$ cat src/design/tqft_pkg.sv
// ----------------------------------------------------------------------------
// tqft_pkg
// Shared types and constants for the quoted-field tab-separated tokenizer.
// ----------------------------------------------------------------------------
package tqft_pkg;

  localparam logic [7:0] CharQuote = 8'h22;
  localparam logic [7:0] CharCr    = 8'h0D;
  localparam logic [7:0] CharTab   = 8'h09;
  localparam logic [7:0] CharLf    = 8'h0A;

  localparam int unsigned QueueDepth = 4;
  localparam int unsigned PtrW       = $clog2(QueueDepth);
  localparam int unsigned CntW       = $clog2(QueueDepth + 1);

  typedef enum logic [2:0] {
    KindByte    = 3'd0,
    KindCellEnd = 3'd1,
    KindRowEnd  = 3'd2,
    KindOk      = 3'd3,
    KindErrOpen = 3'd4,
    KindErrEmpt = 3'd5
  } token_kind_e;

  typedef struct packed {
    logic inside_quotes;
    logic quote_pending;
    logic cell_nonempty;
    logic row_has_cells;
    logic table_has_rows;
  } flags_t;

  typedef struct packed {
    token_kind_e kind;
    logic [7:0]  tbyte;
    logic        last;
  } result_t;

  typedef struct packed {
    logic [1:0] num;
    result_t    res0;
    result_t    res1;
  } step_out_t;

endpackage

$ cat src/design/tqft_step.sv
// ----------------------------------------------------------------------------
// tqft_step
// One tokenizer step: flags and one request in, next flags and up to two
// results out.
// ----------------------------------------------------------------------------
module tqft_step (
  input  tqft_pkg::flags_t    flags_i,
  input  logic [7:0]          text_byte_i,
  input  logic                end_of_text_i,
  output tqft_pkg::flags_t    flags_o,
  output tqft_pkg::step_out_t step_o
);

  logic iq;

  assign iq = flags_i.inside_quotes & ~flags_i.quote_pending;

  always_comb begin
    flags_o          = flags_i;
    step_o.num       = 2'd0;
    step_o.res0      = '{kind: tqft_pkg::KindByte, tbyte: 8'h00, last: 1'b1};
    step_o.res1      = '{kind: tqft_pkg::KindOk, tbyte: 8'h00, last: 1'b1};
    if (end_of_text_i) begin
      flags_o = '0;
      if (iq) begin
        step_o.num       = 2'd1;
        step_o.res0.kind = tqft_pkg::KindErrOpen;
      end else if (flags_i.cell_nonempty || flags_i.row_has_cells) begin
        step_o.num       = 2'd2;
        step_o.res0.kind = tqft_pkg::KindRowEnd;
        step_o.res0.last = 1'b0;
      end else begin
        step_o.num       = 2'd1;
        step_o.res0.kind = flags_i.table_has_rows ? tqft_pkg::KindOk
                                                  : tqft_pkg::KindErrEmpt;
      end
    end else if (flags_i.quote_pending && text_byte_i == tqft_pkg::CharQuote) begin
      flags_o.quote_pending = 1'b0;
      flags_o.cell_nonempty = 1'b1;
      step_o.num            = 2'd1;
      step_o.res0.tbyte     = tqft_pkg::CharQuote;
    end else begin
      flags_o.quote_pending = 1'b0;
      flags_o.inside_quotes = iq;
      priority if (text_byte_i == tqft_pkg::CharQuote) begin
        if (iq) begin
          flags_o.quote_pending = 1'b1;
        end else if (!flags_i.cell_nonempty) begin
          flags_o.inside_quotes = 1'b1;
        end else begin
          step_o.num        = 2'd1;
          step_o.res0.tbyte = text_byte_i;
        end
      end else if (text_byte_i == tqft_pkg::CharCr) begin
        step_o.num = 2'd0;
      end else if (text_byte_i == tqft_pkg::CharTab && !iq) begin
        step_o.num            = 2'd1;
        step_o.res0.kind      = tqft_pkg::KindCellEnd;
        flags_o.cell_nonempty = 1'b0;
        flags_o.row_has_cells = 1'b1;
      end else if (text_byte_i == tqft_pkg::CharLf && !iq) begin
        step_o.num             = 2'd1;
        step_o.res0.kind       = tqft_pkg::KindRowEnd;
        flags_o.cell_nonempty  = 1'b0;
        flags_o.row_has_cells  = 1'b0;
        flags_o.table_has_rows = 1'b1;
      end else begin
        step_o.num            = 2'd1;
        step_o.res0.tbyte     = text_byte_i;
        flags_o.cell_nonempty = 1'b1;
      end
    end
  end

endmodule

$ cat src/design/tqft_out_queue.sv
// ----------------------------------------------------------------------------
// tqft_out_queue
// Small result queue: up to two results in per cycle, one out unless stalled.
// ----------------------------------------------------------------------------
module tqft_out_queue (
  input  logic                      clk_i,
  input  logic                      rst_ni,
  input  tqft_pkg::step_out_t       push_i,
  output logic                      room2_o,
  output logic                      out_valid_o,
  input  logic                      out_stall_i,
  output tqft_pkg::result_t         head_o
);

  tqft_pkg::result_t               mem_q [tqft_pkg::QueueDepth];
  logic [tqft_pkg::PtrW-1:0]       wr_ptr_q, wr_ptr_d, rd_ptr_q, rd_ptr_d, wr_ptr_1;
  logic [tqft_pkg::CntW-1:0]       count_q, count_d;
  logic                            pop;

  assign pop         = out_valid_o & ~out_stall_i;
  assign out_valid_o = count_q != '0;
  assign room2_o     = count_q <= tqft_pkg::CntW'(tqft_pkg::QueueDepth - 2);
  assign head_o      = mem_q[rd_ptr_q];
  assign wr_ptr_1    = wr_ptr_q + tqft_pkg::PtrW'(1);

  always_comb begin
    wr_ptr_d = wr_ptr_q + tqft_pkg::PtrW'(push_i.num);
    rd_ptr_d = rd_ptr_q + tqft_pkg::PtrW'(pop);
    count_d  = count_q + tqft_pkg::CntW'(push_i.num) - tqft_pkg::CntW'(pop);
  end

  always_ff @(posedge clk_i or negedge rst_ni) begin
    if (!rst_ni) begin
      wr_ptr_q <= '0;
      rd_ptr_q <= '0;
      count_q  <= '0;
    end else begin
      wr_ptr_q <= wr_ptr_d;
      rd_ptr_q <= rd_ptr_d;
      count_q  <= count_d;
    end
  end

  always_ff @(posedge clk_i) begin
    if (push_i.num != 2'd0) begin
      mem_q[wr_ptr_q] <= push_i.res0;
    end
    if (push_i.num == 2'd2) begin
      mem_q[wr_ptr_1] <= push_i.res1;
    end
  end

  a_count_bound: assert property (@(posedge clk_i) disable iff (!rst_ni)
    count_q <= tqft_pkg::CntW'(tqft_pkg::QueueDepth))
    else $error("result queue count over depth");

  a_push_room: assert property (@(posedge clk_i) disable iff (!rst_ni)
    push_i.num != 2'd0 |-> room2_o)
    else $error("push without room for two results");

  a_pair_count: assert property (@(posedge clk_i) disable iff (!rst_ni)
    (push_i.num == 2'd2 && !pop) |=> count_q == $past(count_q) + tqft_pkg::CntW'(2))
    else $error("double push lost an entry");

endmodule

$ cat src/design/tsv_quoted_field_tokenizer.sv
// ----------------------------------------------------------------------------
// tsv_quoted_field_tokenizer
// Tab-separated text tokenizer with quoted cells: one byte or end-of-text
// request in, cell bytes and cell/row/end markers out.
// ----------------------------------------------------------------------------
//  channel | direction | handshake              | payload
//  in      | input     | in_valid_i / in_stall_o  | text_byte_i, end_of_text_i
//  out     | output    | out_valid_o / out_stall_i| token_kind_o, token_byte_o,
//          |           |                          | last_of_run_o
//
//  one request per cycle unless stalled; a byte request gives zero or one result
//  end-of-text gives one or two results; one leaves per cycle unless stalled
//  latency: input register, then step logic into a four-entry result queue
//  in_stall_o rises only while the queue lacks room for two results
//  reset clears flags, the input valid bit and the queue at once
// ----------------------------------------------------------------------------
module tsv_quoted_field_tokenizer (
  input  logic       clk_i,
  input  logic       rst_ni,
  input  logic       in_valid_i,
  output logic       in_stall_o,
  input  logic [7:0] text_byte_i,
  input  logic       end_of_text_i,
  output logic       out_valid_o,
  input  logic       out_stall_i,
  output logic [2:0] token_kind_o,
  output logic [7:0] token_byte_o,
  output logic       last_of_run_o
);

  logic                in_valid_q;
  logic [7:0]          in_byte_q;
  logic                in_eot_q;
  logic                room2;
  logic                process;
  tqft_pkg::flags_t    flags_q, flags_d;
  tqft_pkg::step_out_t step_res, push;
  tqft_pkg::result_t   head;

  assign process    = in_valid_q & room2;
  assign in_stall_o = in_valid_q & ~room2;

  always_ff @(posedge clk_i or negedge rst_ni) begin
    if (!rst_ni) begin
      in_valid_q <= 1'b0;
      flags_q    <= '0;
    end else begin
      if (!in_stall_o) begin
        in_valid_q <= in_valid_i;
      end
      if (process) begin
        flags_q <= flags_d;
      end
    end
  end

  always_ff @(posedge clk_i) begin
    if (in_valid_i && !in_stall_o) begin
      in_byte_q <= text_byte_i;
      in_eot_q  <= end_of_text_i;
    end
  end

  tqft_step u_step (
    .flags_i       (flags_q),
    .text_byte_i   (in_byte_q),
    .end_of_text_i (in_eot_q),
    .flags_o       (flags_d),
    .step_o        (step_res)
  );

  always_comb begin
    push     = step_res;
    push.num = process ? step_res.num : 2'd0;
  end

  tqft_out_queue u_queue (
    .clk_i       (clk_i),
    .rst_ni      (rst_ni),
    .push_i      (push),
    .room2_o     (room2),
    .out_valid_o (out_valid_o),
    .out_stall_i (out_stall_i),
    .head_o      (head)
  );

  assign token_kind_o  = head.kind;
  assign token_byte_o  = head.tbyte;
  assign last_of_run_o = head.last;

  a_eot_clears: assert property (@(posedge clk_i) disable iff (!rst_ni)
    (process && in_eot_q) |=> flags_q == '0)
    else $error("flags not cleared after end of text");

  a_pending_inside: assert property (@(posedge clk_i) disable iff (!rst_ni)
    flags_q.quote_pending |-> flags_q.inside_quotes)
    else $error("pending quote outside quotes");

  a_stall_holds: assert property (@(posedge clk_i) disable iff (!rst_ni)
    in_stall_o |-> in_valid_q)
    else $error("stall with empty input register");

endmodule
$ cat config.mk
export PLATFORM = sky130hd
export DESIGN_NAME = tsv_quoted_field_tokenizer
export DESIGN_NICKNAME = d
export VERILOG_FILES = /design/src/design/tqft_pkg.sv /design/src/design/tqft_step.sv /design/src/design/tqft_out_queue.sv /design/src/design/tsv_quoted_field_tokenizer.sv
export SDC_FILE = /design/constraint.sdc
export NUM_CORES = 1
export LEC_CHECK = 0
export ABC_AREA = 1
export ABC_CLOCK_PERIOD_IN_PS = 2500
export BUFFER_PORTS_ARGS = -buffer_cell sky130_fd_sc_hd__buf_2
export CAP_MARGIN = 20
export CORE_MARGIN = 2
export CORE_UTILIZATION = 45
export DETAILED_ROUTE_END_ITERATION = 10
export PLACE_DENSITY = 0.69
export SKIP_CTS_REPAIR_TIMING = 1
export SLEW_MARGIN = 20
export SYNTH_ARGS = -nofsm -noshare
export SYNTH_HDL_FRONTEND = slang
export SYNTH_SLANG_ARGS = --single-unit
$ cat constraint.sdc
create_clock -name clk_i -period 2.5 [get_ports clk_i]
set_input_delay 0.375 -clock clk_i [delete_from_list [all_inputs] [get_ports clk_i]]
set_output_delay 0.375 -clock clk_i [all_outputs]
set_load 0.1 [all_outputs]
==> flow_metrics.env <==
export IMPL_clk_path_buf_depth=2
export IMPL_grt_overflow=0
export IMPL_root_buffer="clkbuf_8"
export IMPL_tritoncts="yes"
export IMPL_antenna_left=0
export IMPL_yosys_area_top_type_share_pct=26.7
export IMPL_finalNetCount=530
export IMPL_ios=27
export IMPL_period_needed_ns=2.32
export IMPL_tns_ns=0
export IMPL_start_util_pct=46.6
export IMPL_outcome="finished, final reports clean"
export IMPL_drv_slew=0
export IMPL_grt_pass1_vias=3145
export IMPL_dp_cells=601
export IMPL_highest_layer="met4"
export IMPL_wl_met1_um=4090
export IMPL_fin_cells=618
export IMPL_hpwl_um=6110
export IMPL_grt_max_degree=20
export IMPL_fin_skew_ns=0.0114
export IMPL_setup_viol=0
export IMPL_drc=0
export IMPL_vias=3166
export IMPL_portBuffers=26
export IMPL_period_share_pct=92.8
export IMPL_wl_per_cell_um=13.9
export IMPL_wl_met3_um=389
export IMPL_grt_total_usage_pct=21.9
export IMPL_hold_viol_final=0
export IMPL_grt_pass1_wl_um=15000
export IMPL_start_kind="flip-flop"
export IMPL_seq_area_frac_synth_pct=43.2
export IMPL_worst_pin_slew_ns=0.756
export IMPL_area_delta_synth_final_pct=14.6
export IMPL_die_w_um=93.5
export IMPL_cts_buffers=9
export IMPL_num_fill_cells=735
export IMPL_synth_cell_type_count=37
export IMPL_cts_clk_slew_worst_paths_ns=0.08
export IMPL_clock_latency_ns=0.35
export IMPL_rrSetupSlack_ns=0.22
export IMPL_synth_seq_cells=70
export IMPL_met2_length_um=3870
export IMPL_crit_path_max_fanout=12
export IMPL_yosysTopAreaCell="dfxtp_1"
export IMPL_gp_congestion=0.903
export IMPL_cts_sinks=70
export IMPL_utilization_pct=53.5
export IMPL_end_kind="output port"
export IMPL_syn_num_nets=500
export IMPL_num_rows=32
export IMPL_syn_inst=481
export IMPL_fmaxAchievable_mhz=431
export IMPL_htreeDepth=3
export IMPL_crit_type="flip-flop to output port"
export IMPL_cp_required_ns=2.12
export IMPL_syn_area_mm2=0.00360
export IMPL_via_per_inst=5.12
export IMPL_grt_antenna_before_repair=0
export IMPL_die_area_mm2=0.00874
export IMPL_core_area_mm2=0.00773
export IMPL_diodes=0
export IMPL_hp_class="input port to flip-flop"
export IMPL_drtPass1Iterations=6
export IMPL_avgSynthCellArea_um2=7.49
export IMPL_drt_initial_drc_count=224
export IMPL_synth_warnings=0
export IMPL_rsz0062_at_grt="false"
export IMPL_slew_headroom_pct=49.4
export IMPL_whs_ns=0.201
export IMPL_drt_wl_total_um=8590
export IMPL_synth_area_leaders="dfxtp_1, nand2_1, nor2_1"
export IMPL_arrival_ns=1.94
export IMPL_maxCapViolations=0
export IMPL_drive_above_1_share_pct=20.5
export IMPL_die_h_um=93.5
[critical path, cell delays in order, from the launching register on]
cell        delay (ns)
dfrtp_1           0.61
clkinvlp_4        0.36
o21ai_0           0.21
o22ai_2           0.09
buf_2             0.30
[through the flow]
stage / cell area, µm² / setup slack (ns)
after floorplan: 3680 / 0.363
after detailed placement: 3900 / 0.232
final: 4130 / 0.180
after CTS: 4120 / 0.0863
after global routing: 4130 / 0.0287
after global placement: 3900 / 0.308
[flip-flops by register name, indices dropped and copies added, names as in the netlist]
register	count
in_eot_q	1
flags_q	5
in_valid_q	1
u_queue.count_q	3
in_byte_q	8
u_queue.wr_ptr_q	2
u_queue.mem_q	48
u_queue.rd_ptr_q	2
[worst paths after layout]
check,endpoint,depth (start not counted),start
hold / removal,in_byte_q[6],1,text_byte_i[6]
setup reg to reg,u_queue.count_q[2],12,in_byte_q[2]
hold reg to reg,u_queue.mem_q[1][0],2,u_queue.mem_q[1][0]
min in group asynchronous,u_queue.rd_ptr_q[0],2,rst_ni
max in group asynchronous,flags_q[4],2,rst_ni
setup / recovery,token_kind_o[2],4,u_queue.rd_ptr_q[1]
[kinds of logic after synthesis]
logic type	count (synthesis)	share of synthesized area, %
buf+inv	58	7.29
xor+xnor	5	1.21
fa+ha+maj	6	2.29
flops	70	43.2
compound gates	57	8.82
simple gates	285	37.2
[area by class of cell]
type                            instances  area, µm²  share of cell area, %
Inverter                               41        158                   3.82
Multi-Input combinational cell        353       1860                   45.1
Tap cell                              102        128                   3.09
Sequential cell                        70       1560                   37.7
Timing Repair Buffer                   36        210                   5.09
Clock buffer                           12        166                   4.03
Clock inverter                          4       50.0                   1.21
[layer usage]
layer  global-route usage [%]  up-vias
li1                         -     1593
met1                     28.6     1471
met2                     34.7       83
met3                     3.55       19
met4                     11.5        0
met5                        0        -
[Yosys cell counts, drive strengths merged]
library cell and number:
nand3 33, nand4 2, xnor2 1, nand2 115, buf 7, nand3b 13
clkbuf 10, edfxtp 9, a31oi 2, o21ai 28, xor2 4, o211ai 1
nor2 121, clkinv 1, dfrtp 13, ha 5, o22ai 12, dfxtp 48
a21oi 12, o31ai 1, inv 40, o21a 1, fa 1, nor3 1
[cells in the final DEF (no fill, tap or decap), drive strengths merged]
master	count
dfxtp	48
dlygate4sd3	1
buf	34
nand3	33
edfxtp	9
o22ai	12
o211ai	1
ha	5
nand2	115
a31oi	2
xnor2	1
o21a	1
fa	1
o31ai	1
inv	41
nand3b	13
dfrtp	13
clkinvlp	1
nor3	1
clkinv	2
clkbuf	13
bufinv	1
a21oi	12
nor2	121
xor2	4
o21ai	28
nand4	2
Power is not shown: default switching activity piles up to over one toggle a cycle in this logic, so the estimate is an artifact.
